`src/design/tli_pkg.sv`:
```
// Shared constants, types and table-building functions for the trig lookup interpolator.
// Depends on nothing; every other design file but tli_if imports it.
package tli_pkg;

  // Default number of entries in each quarter-wave table.
  localparam int ROM_DEPTH_DEF = 256;

  // Operation codes carried on the op field. The fourth code selects nothing.
  typedef enum logic [1:0] {
    OP_SIN = 2'b00,
    OP_COS = 2'b01,
    OP_TAN = 2'b10
  } op_t;

  // Angles inside the block are Q32 radians (input angle times 4096).
  localparam longint PI_Q32      = 64'sh3243F6A89;
  localparam longint HALF_PI_Q32 = 64'sh1921FB544;
  localparam longint TWO_PI_Q32  = 64'sh6487ED511;
  localparam longint ONE_Q30     = 64'sh40000000;
  localparam longint TAN_SAT     = 64'sh1FFFFFFFC000;

  localparam int RAW_W   = 38;  // angle after the cosine offset
  localparam int RED_W   = 35;  // angle after whole-turn reduction
  localparam int MAG_W   = 33;  // folded magnitude, at most pi/2 plus one
  localparam int RECIP_SHIFT = 49;
  localparam int RECIP_W = 29;  // reciprocal constant for the index divide
  localparam int REM_W   = 35;  // remainder window for the divide correction
  localparam int FRAC_W  = 16;
  localparam int ENT_W   = 45;  // table entry, Q30, tangent saturates near 2^45
  localparam int VAL_W   = 32;

  typedef struct packed {
    logic neg;
    logic tan;
    logic zero;
  } flags_t;

  typedef struct packed {
    logic [MAG_W-1:0] mag;
    flags_t           fl;
  } fold_t;

  typedef struct packed {
    flags_t fl;
    logic   last;
  } lookup_ctl_t;

  // Restoring division, used only while the tables are built at elaboration.
  function automatic longint unsigned udiv64(input longint unsigned num,
                                             input longint unsigned den);
    longint unsigned quo;
    longint unsigned rem;
    quo = '0;
    rem = '0;
    for (int i = 63; i >= 0; i--) begin
      rem = {rem[62:0], num[i]};
      if (rem >= den) begin
        rem    = rem - den;
        quo[i] = 1'b1;
      end
    end
    return quo;
  endfunction

  // Signed division that truncates toward zero.
  function automatic longint sdiv64(input longint num, input longint den);
    longint unsigned nm;
    longint unsigned dm;
    longint unsigned qm;
    nm = (num < 0) ? -num : num;
    dm = (den < 0) ? -den : den;
    qm = udiv64(nm, dm);
    return ((num < 0) != (den < 0)) ? -longint'(qm) : longint'(qm);
  endfunction

  // Angle of table entry k, Q30.
  function automatic longint grid_q30(input int k, input int n);
    return longint'(udiv64(longint'(k) * HALF_PI_Q32, longint'(n - 1) * 4));
  endfunction

  // Truncating eleven-term Taylor series in Q30: sine when odd is set, else cosine.
  function automatic longint series_q30(input longint x, input bit odd);
    longint x2;
    longint term;
    longint sum;
    longint d;
    x2   = (x * x) >>> 30;
    term = odd ? x : ONE_Q30;
    sum  = term;
    for (int n = 1; n <= 10; n++) begin
      d    = odd ? longint'((2 * n) * (2 * n + 1)) : longint'((2 * n - 1) * (2 * n));
      term = -sdiv64(term * x2, d * ONE_Q30);
      sum  = sum + term;
    end
    return sum;
  endfunction

  function automatic longint rom_sin(input int k, input int n);
    longint s;
    s = series_q30(grid_q30(k, n), 1'b1);
    if (s < 0) s = 0;
    if (s > ONE_Q30) s = ONE_Q30;
    return s;
  endfunction

  function automatic longint rom_tan(input int k, input int n);
    longint x;
    longint s;
    longint c;
    longint t;
    if (k >= n - 1) return TAN_SAT;
    x = grid_q30(k, n);
    s = series_q30(x, 1'b1);
    c = series_q30(x, 1'b0);
    if (s < 0) s = 0;
    if (s > ONE_Q30) s = ONE_Q30;
    if (c <= 0) return TAN_SAT;
    t = longint'(udiv64(s * ONE_Q30, c));
    if (t > TAN_SAT) t = TAN_SAT;
    return t;
  endfunction

endpackage

```
`src/design/tli_index.sv`:
```
// Index pipeline: splits the folded magnitude into table index and fraction.
// A reciprocal multiply gives the quotient to within one, a remainder check fixes it.
// Depends on tli_pkg.
module tli_index
  import tli_pkg::*;
#(
  parameter int ROM_DEPTH = ROM_DEPTH_DEF
)(
  input  logic                           clk,
  input  logic                           rst,
  input  logic                           up_valid,
  output logic                           up_ready,
  input  fold_t                          fold,
  output logic                           dn_valid,
  input  logic                           dn_ready,
  output logic [$clog2(ROM_DEPTH)-1:0]   idx,
  output logic [FRAC_W-1:0]              frac,
  output lookup_ctl_t                    ctl
);

  localparam int IW = $clog2(ROM_DEPTH);
  localparam int QW = IW + FRAC_W;
  localparam int PW = MAG_W + RECIP_W;
  localparam int QLO = RECIP_SHIFT - FRAC_W;
  localparam int XL_W = REM_W - FRAC_W;
  localparam longint unsigned RECIP_FULL =
    (longint'(ROM_DEPTH - 1) << RECIP_SHIFT) / HALF_PI_Q32;
  localparam logic [RECIP_W-1:0] RECIP   = RECIP_FULL[RECIP_W-1:0];
  localparam logic [REM_W-1:0]   HALF_M  = HALF_PI_Q32[REM_W-1:0];
  localparam logic [REM_W-1:0]   REM_MAX = REM_W'(2 * HALF_PI_Q32);
  localparam logic [IW-1:0]      LAST_IDX = IW'(ROM_DEPTH - 1);

  logic en4, en5, en6;
  logic v4, v5, v6;
  logic [QW-1:0]    qe4, qe5;
  logic [XL_W-1:0]  xl;
  logic [REM_W-1:0] rem;
  flags_t           fl4, fl5;
  logic [IW-1:0]    idx_q;
  logic [FRAC_W-1:0] frac_q;
  lookup_ctl_t      ctl_q;

  logic [PW-1:0]    prod;
  logic [XL_W-1:0]  xl_next;
  logic [REM_W-1:0] qh;
  logic [REM_W-1:0] rem_next;
  logic [QW-1:0]    q;

  assign en6      = !v6 || dn_ready;
  assign en5      = !v5 || en6;
  assign en4      = !v4 || en5;
  assign up_ready = en4;
  assign dn_valid = v6;
  assign idx      = idx_q;
  assign frac     = frac_q;
  assign ctl      = ctl_q;

  // Stage 4: quotient estimate, and the low bits of magnitude times (size - 1).
  assign prod    = PW'(fold.mag) * PW'(RECIP);
  assign xl_next = XL_W'(fold.mag[XL_W-1:0]) * XL_W'(ROM_DEPTH - 1);

  // Stage 5: remainder; its true value is below two quarter turns.
  assign qh       = REM_W'(qe4) * HALF_M;
  assign rem_next = {xl, {FRAC_W{1'b0}}} - qh;

  // Stage 6: the estimate is low by at most one.
  assign q = qe5 + QW'(rem >= HALF_M);

  always_ff @(posedge clk) begin
    if (rst) begin
      v4 <= 1'b0;
      v5 <= 1'b0;
      v6 <= 1'b0;
    end else begin
      if (en4) v4 <= up_valid;
      if (en5) v5 <= v4;
      if (en6) v6 <= v5;
    end
  end

  always_ff @(posedge clk) begin
    if (en4 && up_valid) begin
      qe4 <= prod[QLO+QW-1:QLO];
      xl  <= xl_next;
      fl4 <= fold.fl;
    end
    if (en5 && v4) begin
      rem <= rem_next;
      qe5 <= qe4;
      fl5 <= fl4;
    end
    if (en6 && v5) begin
      idx_q     <= q[QW-1:FRAC_W];
      frac_q    <= q[FRAC_W-1:0];
      ctl_q.fl  <= fl5;
      ctl_q.last <= (q[QW-1:FRAC_W] >= LAST_IDX);
    end
  end

`ifndef NO_ASSERTIONS
  a_rem_window: assert property (@(posedge clk) disable iff (rst)
    v5 |-> rem < REM_MAX)
    else $error("reciprocal estimate off by more than one");

  a_idx_range: assert property (@(posedge clk) disable iff (rst)
    v6 |-> idx_q <= LAST_IDX)
    else $error("table index beyond the last entry");
`endif

endmodule

```
`config.mk`:
```
export PLATFORM = sky130hd
export DESIGN_NAME = tli_index
export DESIGN_NICKNAME = d
export VERILOG_FILES = /design/src/design/tli_pkg.sv /design/src/design/tli_index.sv
export SDC_FILE = /design/constraint.sdc
export NUM_CORES = 2
export LEC_CHECK = 0
export ABC_AREA = 1
export BUFFER_PORTS_ARGS = -buffer_cell sky130_fd_sc_hd__buf_4
export CAP_MARGIN = 0
export CORE_MARGIN = 2
export CORE_UTILIZATION = 50
export DETAILED_ROUTE_END_ITERATION = 16
export GPL_ROUTABILITY_DRIVEN = 0
export HOLD_SLACK_MARGIN = 0.08
export PLACE_DENSITY_LB_ADDON = 0.05
export SKIP_CTS_REPAIR_TIMING = 1
export SLEW_MARGIN = 20
export SYNTH_ARGS = -nofsm -noshare
export SYNTH_HDL_FRONTEND = slang
export SYNTH_SLANG_ARGS = --single-unit
```
`constraint.sdc`:
```
create_clock -name clk -period 10.6 [get_ports clk]
set_clock_uncertainty 0.2 [all_clocks]
set_input_delay 2.12 -clock clk [delete_from_list [all_inputs] [get_ports clk]]
set_output_delay 2.12 -clock clk [all_outputs]
set_load 0.1 [all_outputs]
```
* After elaboration in Yosys (flattened, before gate mapping) *
Cells that the tools add are included.

storage, ports and cells
  flip-flop bits (word level) = 139
  bits of input ports = 40
  word-level logic and storage cells = 35

cells by class
  add/subtract/negate cells = 2
  $mul = 3
  $lt $le $gt $ge = 2
  reductions and logical operators = 9

operators by type and width
  kind                                                                                    number
  33-bit by 25-bit multiplier with 57-bit output (second input constant)                  1
  35-bit by 33-bit greater-or-equal comparator with 1-bit output (second input constant)  1
  35-bit subtractor                                                                       1
  24-bit by 31-bit multiplier with 33-bit output (second input constant)                  1
  24-bit by 1-bit adder with 24-bit output                                                1
  19-bit by 8-bit multiplier with 19-bit output (second input constant)                   1
  8-bit greater-or-equal comparator (second input constant)                               1
  1-bit logical AND                                                                       3
  1-bit logical NOT                                                                       3
  1-bit logical OR                                                                        3

* Longest topological paths before layout *
  depth in word-level cells = 5
  gate-level depth with buffers = 37

* Worst setup path after synthesis *
No wires, ideal clock.

  path kind = reg2reg
  start = register qe4[6]
  end = register rem[34], data pin
  library setup time = 249 ps
  arrival = 6857 ps
  required time = 10151 ps
  path slack = 3294 ps
  cell stages (with the launch flop) = 35
  path through = edfxtp_1 > inv_1 > fa_1 > inv_1 > fa_1 > inv_1 > fa_1 > fa_1 > inv_1 > fa_1 > fa_1 > inv_1 > fa_1 > inv_1 > ha_1 > nand2_1 > nor2_1 > and3_1 > nand4_1 > nand3_1 > nand3_1 > nand2_1 > a31oi_1 > xor2_1 > ha_1 > nand2_1 > nor3_1 > a211oi_1 > nand3_1 > a21oi_1 > nand2_1 > nand2_1 > nand2_1 > nand2_1 > inv_1

on the way
  longest elaborated chain between the ends = 2

RTL lines
  item                                            RTL line         source
  start: declaration                              tli_index.sv:35  logic [QW-1:0] qe4, qe5;
  start signal: assignment                        tli_index.sv:83  qe4 <= prod[QLO+QW-1:QLO];
  24-bit by 31-bit multiplier with 33-bit output  tli_index.sv:63  assign qh = REM_W'(qe4) * HALF_M;
  35-bit subtractor                               tli_index.sv:64  assign rem_next = {xl, {FRAC_W{1'b0}}} - qh;
  net rem_next[34]                                tli_index.sv:46  logic [REM_W-1:0] rem_next;
  end signal: assignment                          tli_index.sv:88  rem <= rem_next;
  end: declaration                                tli_index.sv:37  logic [REM_W-1:0] rem;

The timed path passes the listed nets, and every way through them passes these cells.
A chain may end at the register's enable or synchronous reset.

* Worst setup path after layout *
  start = register qe4[8]
  end = register rem[32], data pin

Same word-level chain as after synthesis.

==> flow_metrics.py <==
metrics = {
    "synthesis": {
        "synthArstFlopShare_pct": 0,
        "synth_edf_count": 133,
        "syn_area_sq_um": 30400,
        "yosys.cell_types.count": 43,
        "avgSynthCellArea_sq_um": 9.19,
        "synthFlopType": "edfxtp_1",
        "ys_seq_area_share_pct": 13.3,
        "synth_warnings": 0,
        "syn-num-nets": 4401,
        "netlist_instances": 3306,
        "ys_ff_latch": 136,
    },
    "finish": {
        "final_common_cell": "inv_1",
        "final_cell_mix": "inv_1 (1007), ha_1 (577), fa_1 (478), nand2_1 (340), nor2_1 (158)",
        "final_nets": 4491,
        "area_growth_pct": 6.83,
        "drive_gt1_share_pct": 3.96,
        "fillers": 5564,
        "multi_input_area_sq_um": 22500,
        "stdcell_area_sq_um": 32400,
        "stdcell_count": 4191,
        "ff_latch_area_sq_um": 4050,
        "num_antenna_cells": 0,
    },
    "die": {
        "core-area_sq_um": 60200,
        "std_cell_rows": 90,
        "start_util_pct": 50.4,
        "die_h_um": 250,
        "die_area_sq_um": 62700,
        "io_pins": 70,
        "fp.dieW_um": 250,
    },
    "sta": {
        "fin_crit_sh_pct": 80.1,
        "maxSlewHeadroom_pct": 39.7,
        "fmax_ghz": 0.118,
        "final.setup.worst_slack_ns": 2.11,
        "rsz0062_at_grt": "no",
        "hold_violations": 0,
        "setup_tns_ns": 0,
        "tightestPinTransition_ns": 0.905,
        "drv_slew": 0,
        "period_minus_slack_ns": 8.49,
        "setup_viol": 0,
    },
    "clocking": {
        "clk_latency_ns": 0.46,
        "cts_buffers": 17,
        "clockRootBuffer": "clkbuf_16",
        "clock_sinks": 136,
        "path_clk_slew_ns": 0.07,
        "cts.htree.levels": 4,
        "cts_buffer_depth": 2,
        "cts_tree": "built",
    },
    "detailed_routing": {
        "first_pass_iters": 5,
        "dr.first_iter.drc_count": 1108,
        "route.detailed.drc": 0,
        "vias": 21700,
        "wl_per_cell_um": 18.7,
        "wl_mm": 78.2,
        "via_per_inst": 5.17,
        "ant_nets": 0,
    },
    "placed_design": {
        "place_area_sq_um": 31900,
        "hpwl_mm": 68.9,
        "post-place-cells": 4159,
        "io_buffers": 69,
        "place_ws_ns": 2.24,
    },
    "grt": {
        "grt_first_pass_wirelength_mm": 126,
        "grt_overflow": 0,
        "antenna_found_initial": 0,
        "grt_pass1_vias": 23500,
        "grt_use_total_pct": 26.0,
        "grt_max_degree": 60,
    },
    "critical_path": {
        "r2r_cells": 31,
        "crit_required_ns": 10.60,
        "path_depth": 31,
        "cp_top_family": "adder cells",
        "reg2reg_to": "rem[32]",
        "crit_path_start_kind": "flop",
        "reg2reg_from": "qe4[8]",
        "cp-end-kind": "flop",
        "critPathSlowestCell": "edfxtp_1",
        "worstSetupStartpoint": "qe4[8]",
        "path_class": "reg2reg",
        "cp-endpoint": "rem[32]",
        "rrSetupSlack_ns": 2.11,
        "cpMostUsedCell": "fa_1",
        "cpPeakStageDelay_ns": 0.68,
        "worstPathMaxFanout": 7,
        "crit_arrival_ns": 8.48,
        "crit_buf_inv": 6,
    },
    "flow_run": {
        "max_cap_violations": 0,
    },
    "worst_hold_path": {
        "min_path_type": "reg2reg",
    },
    "outcome": {
        "status": "finished, final reports clean",
    },
}
==> synth_stat cells (2+ instances only) <==
library cell / instances / area [sq um]
a211oi_1: 4 / 30.0
a21boi_0: 5 / 37.5
a21o_1: 11 / 82.6
a21oi_1: 128 / 641
a221oi_1: 5 / 43.8
a31o_2: 2 / 17.5
a31oi_1: 23 / 144
and3_1: 6 / 37.5
dfxtp_1: 3 / 60.1
edfxtp_1: 133 / 3990
fa_1: 478 / 9570
ha_1: 577 / 7220
inv_1: 1009 / 3790
nand2_1: 340 / 1280
nand2_2: 11 / 68.8
nand3_1: 70 / 350
nand3b_1: 4 / 30.0
nand4_1: 30 / 188
nor2_1: 158 / 593
nor2_2: 6 / 37.5
nor3_1: 34 / 170
nor4_1: 12 / 75.1
o2111ai_1: 2 / 17.5
o211ai_1: 7 / 52.6
o21a_1: 5 / 37.5
o21ai_0: 77 / 385
o21ai_1: 7 / 35.0
o21bai_1: 10 / 75.1
o31ai_1: 3 / 22.5
or2_2: 4 / 25.0
xnor2_1: 45 / 394
xor2_1: 86 / 753
==> metal layers <==
layer	up-vias	global-route usage, %	wire length, um
li1	10400	-	-
met1	10700	33.4	34300
met2	432	46.6	39400
met3	112	1.79	2020
met4	0	8.40	2470
met5	-	0	0
==> flip-flops by register name, indices dropped and copies added, names as in the netlist <==
name,flops
fl5,3
fl4,3
rem,32
v5,1
qe5,24
v4,1
ctl,4
dn_valid,1
idx,8
frac,16
qe4,24
xl,19
==> cell type report <==
| type | instances | share of cell area [%] |
|---|---|---|
| clock inverters | 15 | 0.409 |
| repair buffers | 71 | 1.64 |
| inverters | 1009 | 11.7 |
| flip-flops and latches | 136 | 12.5 |
| multi-input cells | 2161 | 69.4 |
| well taps | 782 | 3.02 |
| clock buffers | 17 | 1.31 |
==> kinds of logic (layout without fill, tap and decap cells) <==
family / Yosys count / after routing / synth area share (%)
buffers and inverters: 1009 / 1112 / 12.5
and+or+nand+nor: 683 / 683 / 9.63
DFF: 136 / 136 / 13.3
AOI/OAI and AO/OA: 291 / 291 / 5.40
xor gates and xnor gates: 132 / 132 / 3.87
adders and majority gates: 1055 / 1055 / 55.3
==> per-stage QoR <==
step                util, %  hold slack, ns
finish                 53.9           0.221
floorplan                 -           0.200
global route           53.9           0.225
CTS                    53.9           0.223
global placement       52.9           0.203
detailed placement     52.9           0.207
==> worst min-delay path by stage <==
stage | start | depth (start not counted) | slack (ns) | end
2_1_floorplan | fl5[0] | 0 | 0.20 | ctl[1]
3_3_place_gp | fl4[0] | 0 | 0.20 | fl5[0]
3_5_place_dp | fl4[0] | 0 | 0.21 | fl5[0]
4_1_cts | fl5[0] | 0 | 0.22 | ctl[1]
5_1_grt | fl5[0] | 0 | 0.22 | ctl[1]
6_report | fl5[0] | 0 | 0.22 | ctl[1]
==> worst register-to-register path, delay by kind of cell, from the launching register on <==
family	cells	cell delay, ns
buf+inv	6	0.49
flops	1	0.68
compound gates	2	0.25
fa+ha+maj	9	4.52
xor+xnor	2	0.26
simple gates	12	1.82
Power is not shown: default switching activity piles up to over one toggle a cycle in this logic, so the estimate is an artifact.
